File: src/rtl/core/s3fs_pkg.sv
// Shared types, codes and constants of the S3-FIFO/SIEVE replacement unit.
package s3fs_pkg;

	localparam int ID_BITS    = 32;
	localparam int SIZE_BITS  = 24;
	localparam int CACHE_W    = 32;
	localparam int DEF_SLOTS  = 256;

	localparam logic [CACHE_W-1:0] CACHE_RESET = 32'd1048576;

	// cache_bytes / 10 as a multiply by a scaled reciprocal
	localparam logic [32:0] DIV10_MUL   = 33'h0CCCCCCCD;
	localparam int          DIV10_SHIFT = 35;

	localparam logic [1:0] FREQ_MAX = 2'd3;

	typedef enum logic [1:0] {
		CMD_HIT    = 2'd0,
		CMD_MISS   = 2'd1,
		CMD_EVICT  = 2'd2,
		CMD_REMOVE = 2'd3
	} cmd_t;

	typedef enum logic [1:0] {
		ST_OK       = 2'd0,
		ST_OVERSIZE = 2'd1,
		ST_NONE     = 2'd2,
		ST_FULL     = 2'd3
	} status_t;

	typedef enum logic [1:0] {
		Q_FREE  = 2'd0,
		Q_SMALL = 2'd1,
		Q_MAIN  = 2'd2,
		Q_GHOST = 2'd3
	} queue_t;

	typedef enum logic {
		ALU_ADD = 1'b0,
		ALU_SUB = 1'b1
	} alu_op_t;

	typedef struct packed {
		cmd_t                 cmd;
		logic [ID_BITS-1:0]   obj_id;
		logic [SIZE_BITS-1:0] obj_bytes;
	} req_t;

	typedef struct packed {
		logic [ID_BITS-1:0] victim_id;
		logic               victim_valid;
		logic               resident;
		status_t            status;
	} rsp_t;

endpackage

File: src/rtl/core/s3fs_alu.sv
// Shared byte-counter unit: add or subtract, plus an unsigned less-than compare.
module s3fs_alu import s3fs_pkg::*; #(
	parameter int W = 34
) (
	input  alu_op_t      op,
	input  logic [W-1:0] a,
	input  logic [W-1:0] b,
	output logic [W-1:0] res,
	output logic         lt
);

	// add or subtract the operands
	always_comb begin
		case (op)
			ALU_ADD: res = a + b;
			ALU_SUB: res = a - b;
			default: res = a;
		endcase
	end

	// compare the operands
	assign lt = (a < b);

endmodule

File: config.mk
export PLATFORM = sky130hd
export DESIGN_NAME = s3fs_alu
export DESIGN_NICKNAME = d
export VERILOG_FILES = /design/src/rtl/core/s3fs_pkg.sv /design/src/rtl/core/s3fs_alu.sv
export SDC_FILE = /design/constraint.sdc
export NUM_CORES = 1
export LEC_CHECK = 0
export BUFFER_PORTS_ARGS = -buffer_cell sky130_fd_sc_hd__buf_2
export CORE_MARGIN = 2
export CORE_UTILIZATION = 51
export DETAILED_ROUTE_END_ITERATION = 16
export PLACE_DENSITY = 0.82
export SLEW_MARGIN = 20
export SYNTH_ARGS = -nofsm -noshare
export SYNTH_HDL_FRONTEND = slang
export SYNTH_SLANG_ARGS = --single-unit
File: constraint.sdc
create_clock -name vclk -period 2.55
set_input_delay 0.1275 -clock vclk [all_inputs]
set_output_delay 0.1275 -clock vclk [all_outputs]
set_load 0.01 [all_outputs]
==> metrics.cfg, run 1 <==
[grt]
grt_usage_pct = 64.8
grt_overflow_total = 15
grt_max_degree = 24

[floorplanning]
fp.dieW_um = 88.3
rows = 30
io_pins = 104
start_util_pct = 53.0
dieHeight_um = 88.3

[run_status]
error = [ERROR GRT-0232] Routing congestion too high. Check the congestion heatmap in the GUI.
lastStage = global routing (5_1_grt)
outcome = stopped before the end

[logic_synthesis]
ys_warn_count = 0
synth_area_leaders = ha_1, a21oi_1, inv_1
seq_area_frac_synth_pct = 0
ys_top_cells_by_count = a21oi_1, ha_1, inv_1, nor2_1, o21ai_0
syn-cell-area_mm2 = 0.00362
syn_inst = 553
synth_fp_nets = 691
avgSynthCellArea_um2 = 6.55
synth_cell_types = 58
synth_area_leader_cell = ha_1
yosysTopAreaCellShare_pct = 23.1

[place]
gp_congestion = 0.969
hpwl_um = 11100
dp_slack_ns = -0.635
placed_cells = 859
io_buffers = 104

[clock_tree]
cts_hold_buf = 0

[sta]
worstEndpointType = primary output
worst_endpoint = res[30]

-- metal layers --
metal	GRT overflow	GRT usage, %
met4	8	66.3
met3	0	40.2
met1	0	64.2
met5	1	6.49
met2	6	89.0
-- logic make-up after synthesis --
family,share of synthesized area (%)
compound gates,35.3
simple gates,20.9
buf+inv,9.84
fa+ha+maj,24.2
xor+xnor,7.74
mux,1.97
-- repair_timing --
item | 4_1_cts
buffers inserted | 20
gates resized for setup | 94
gates cloned | 0
pin swaps | 41
endpoints found under the setup margin | 22
-- stage by stage --
step | area, um2 | TNS [ns] | hold slack, ns
after floorplan | 3630 | 0 | 0.403
after global placement | 5130 | -5.96 | 0.623
after CTS | 5700 | -2.05 | 0.663
after detailed placement | 5130 | -6.56 | 0.661
==> run 2: changes to the inputs <==
--- a/config.mk
+++ b/config.mk
@@ -7,9 +7,9 @@
 export LEC_CHECK = 0
 export BUFFER_PORTS_ARGS = -buffer_cell sky130_fd_sc_hd__buf_2
 export CORE_MARGIN = 2
-export CORE_UTILIZATION = 51
+export CORE_UTILIZATION = 40
 export DETAILED_ROUTE_END_ITERATION = 16
-export PLACE_DENSITY = 0.82
+export PLACE_DENSITY_LB_ADDON = 0.15
 export SLEW_MARGIN = 20
 export SYNTH_ARGS = -nofsm -noshare
 export SYNTH_HDL_FRONTEND = slang
==> constraint.sdc (replaced) <==
create_clock -name vclk -period 3.3
set_input_delay 0.165 -clock vclk [all_inputs]
set_output_delay 0.165 -clock vclk [all_outputs]
set_load 0.01 [all_outputs]
==> run 2 against run 1 <==
  * The run now ends clean
  * Synthesized area stayed put
  * Synthesized cell count stayed put
==> metrics.cfg, run 2 <==
[run_status]
outcome = finished, final reports clean

[worst_setup_path]
cp_max_fo = 4
cp_slowest_cell = a311o_1
setup.worst_path.start_class = input port
cp.required_ns = 3.13
crit_top_cell = buf_2
cp-end-kind = primary output
worstSetupPathType = in -> out
slowest_delay_ns = 0.41
crit_chain = buf_2 > ha_1 > buf_4 > a21o_1 > or2_4 > o211ai_2 > a311oi_1 > or3_1 > a311o_1 > mux2_2 > a21oi_2 > xnor2_1 > buf_2
critPathArrivalTime_ns = 2.98
crit_path_start = a[4]

[logic_synthesis]
synthAdderAreaFrac_pct = 24.2  ; unchanged
synth_area_leaders = ha_1, a21oi_1, inv_1
syn-cell-area_mm2 = 0.00362  ; unchanged
ys_top_cells_by_count = a21oi_1, ha_1, inv_1, nor2_1, o21ai_0
synth_fp_nets = 691  ; unchanged
synth_top_family_by_area = compound AO/OA/AOI/OAI gates
synth_area_leader_cell = ha_1
yosysTopAreaCellShare_pct = 23.1  ; unchanged
synthSimpleGateAreaFrac_pct = 20.9  ; unchanged
ys_warn_count = 0  ; unchanged
synth_compound_area_share_pct = 35.3  ; unchanged
synth_xor_area_share_pct = 7.74  ; unchanged
synth_mux_area_share_pct = 1.97  ; unchanged
avgSynthCellArea_um2 = 6.55  ; unchanged
synth_cell_types = 58  ; unchanged
seq_area_frac_synth_pct = 0  ; unchanged
syn_inst = 553  ; unchanged

[floorplanning]
start_util_pct = 41.3  ; -12 points
rows = 34  ; +13%
io_pins = 104  ; unchanged
fp.dieW_um = 99.2  ; +12%
dieHeight_um = 99.2  ; +12%
die_area_mm2 = 0.00983
core_area_mm2 = 0.00876

[hold_path]
hold_class = in -> out
min_path_cells = 4
holdPathEnd = res[0]
min-delay-start = b[0]

[cells_and_area]
seq_area_um2 = 0
diodes = 0
layout_commonest_cell = buf_2
nNetsFinal = 793
drive_gt1_share_pct = 22.5
syn2layout_area_growth_pct = 21.2
final_core_util_pct = 50.1
n_clock_buffer = 0
final_cell_mix = buf_2, a21oi_1, ha_1
design.seq.count = 0

[sta]
worst_pin_slew_ns = 0.608
clock.fmax_mhz = 318
rsz0062_at_grt = no
setup_slack_ns = 0.159
min_period_ns = 3.14
hold_viol = 0
fin_setup_tns_ns = 0
fin_crit_sh_pct = 95.2
slew_headroom_pct = 59.5
drv_slew = 0
setup_viol = 0

[place]
dp_slack_ns = 0.0756  ; +0.711 ns
io_buffers = 104  ; unchanged
gp_congestion = 0.915  ; -5.6%
hpwl_um = 9250  ; -16%

[power]
finalPower_w = 0.000917
swShare_pct = 57.8
pwr-share-clk_pct = 0
comb_power_share_pct = 100.0
ir_drop_mv = 0.0912
p_switching_w = 0.000530
p_per_area_mw_per_mm2 = 209
p_int_w = 0.000386
p_leak_nw = 2.15
power_frac_seq_pct = 0

[run]
cap_viol_max_count = 0

[detailed_routing]
via_count = 4279
ant_nets = 0
viasPerCell = 5.62
wl_um = 11400
drc = 0
avgRoutedWirePerCell_um = 15.0
dr.first_iter.drc_count = 243
dr.pass1.iters = 5

[grt]
grt_usage_pct = 21.9
grt_overflow_total = 0
grt_pass1_vias = 4047
antenna_found_initial = 0
grt_max_degree = 32
grt_pass1_wl_um = 18700

[clock_tree]
postCtsResizedCells = 0  ; -100%
post_cts_buffers = 0  ; -100%
cts_hold_buf = 0  ; unchanged

-- run 2: cell families (layout without fill, tap and decap cells) --
family                   after synthesis  after routing
AO/OA/AOI/OAI                        200            200
AND/OR/NAND/NOR                      157            157
multiplexers                           7              7
buffers and inverters                 88            188
adder cells (fa/ha/maj)               69             69
XOR/XNOR                              32             32
-- run 2: layout make-up --
class / instances / area, um2
Fill cell: 922 / 4370
Inverter: 63 / 236
Multi-Input combinational cell: 465 / 3340
Tap cell: 108 / 135
Timing Repair Buffer: 125 / 678
-- run 2: routing by layer --
metal | global-route usage [%] | vias up | share of wire, %
li1 | - | 2184 | -
met1 | 31.4 | 1955 | 48
met2 | 37.0 | 128 | 46
met3 | 0.492 | 12 | 5.0
met4 | 4.00 | 0 | 1.1
met5 | 0 | - | 0
-- run 2: worst max path at each step --
stage / endpoint / slack (ns) / cells after the start
floorplan: res[30] / 0.63 / 12
global placement: res[27] / 0.15 / 14
detailed placement: res[27] / 0.08 / 15
CTS: res[27] / 0.07 / 15
global route: res[33] / 0.02 / 15
finish: res[30] / 0.16 / 13
-- run 2: through the flow --
stage / hold slack, ns / cell area [um2] / instances
2_1_floorplan: 0.478 / 3620 / 553
5_1_grt: 0.725 / 4390 / 761
4_1_cts: 0.696 / 4320 / 761
3_5_place_dp: 0.688 / 4320 / 761
3_3_place_gp: 0.687 / 4320 / 761
6_report: 0.695 / 4390 / 761
-- run 2: worst max-delay path: cells and delay by family --
kind,cells,cell delay (ns)
XOR/XNOR,1,0.13
adder cells (fa/ha/maj),1,0.34
multiplexers,1,0.28
buffers and inverters,3,0.42
AO/OA/AOI/OAI,5,0.98
AND/OR/NAND/NOR,2,0.66
-- run 2: power groups by stage --
stage / logic, W / clock network (W) / registers, W
after detailed placement: 0.000890 / 0 / 0
after floorplan: 0.000589 / 0 / 0
after global placement: 0.000891 / 0 / 0
after CTS: 0.000896 / 0 / 0
final: 0.000917 / 0 / 0
after global routing: 0.00101 / 0 / 0
(Power assumes the default switching activity.)
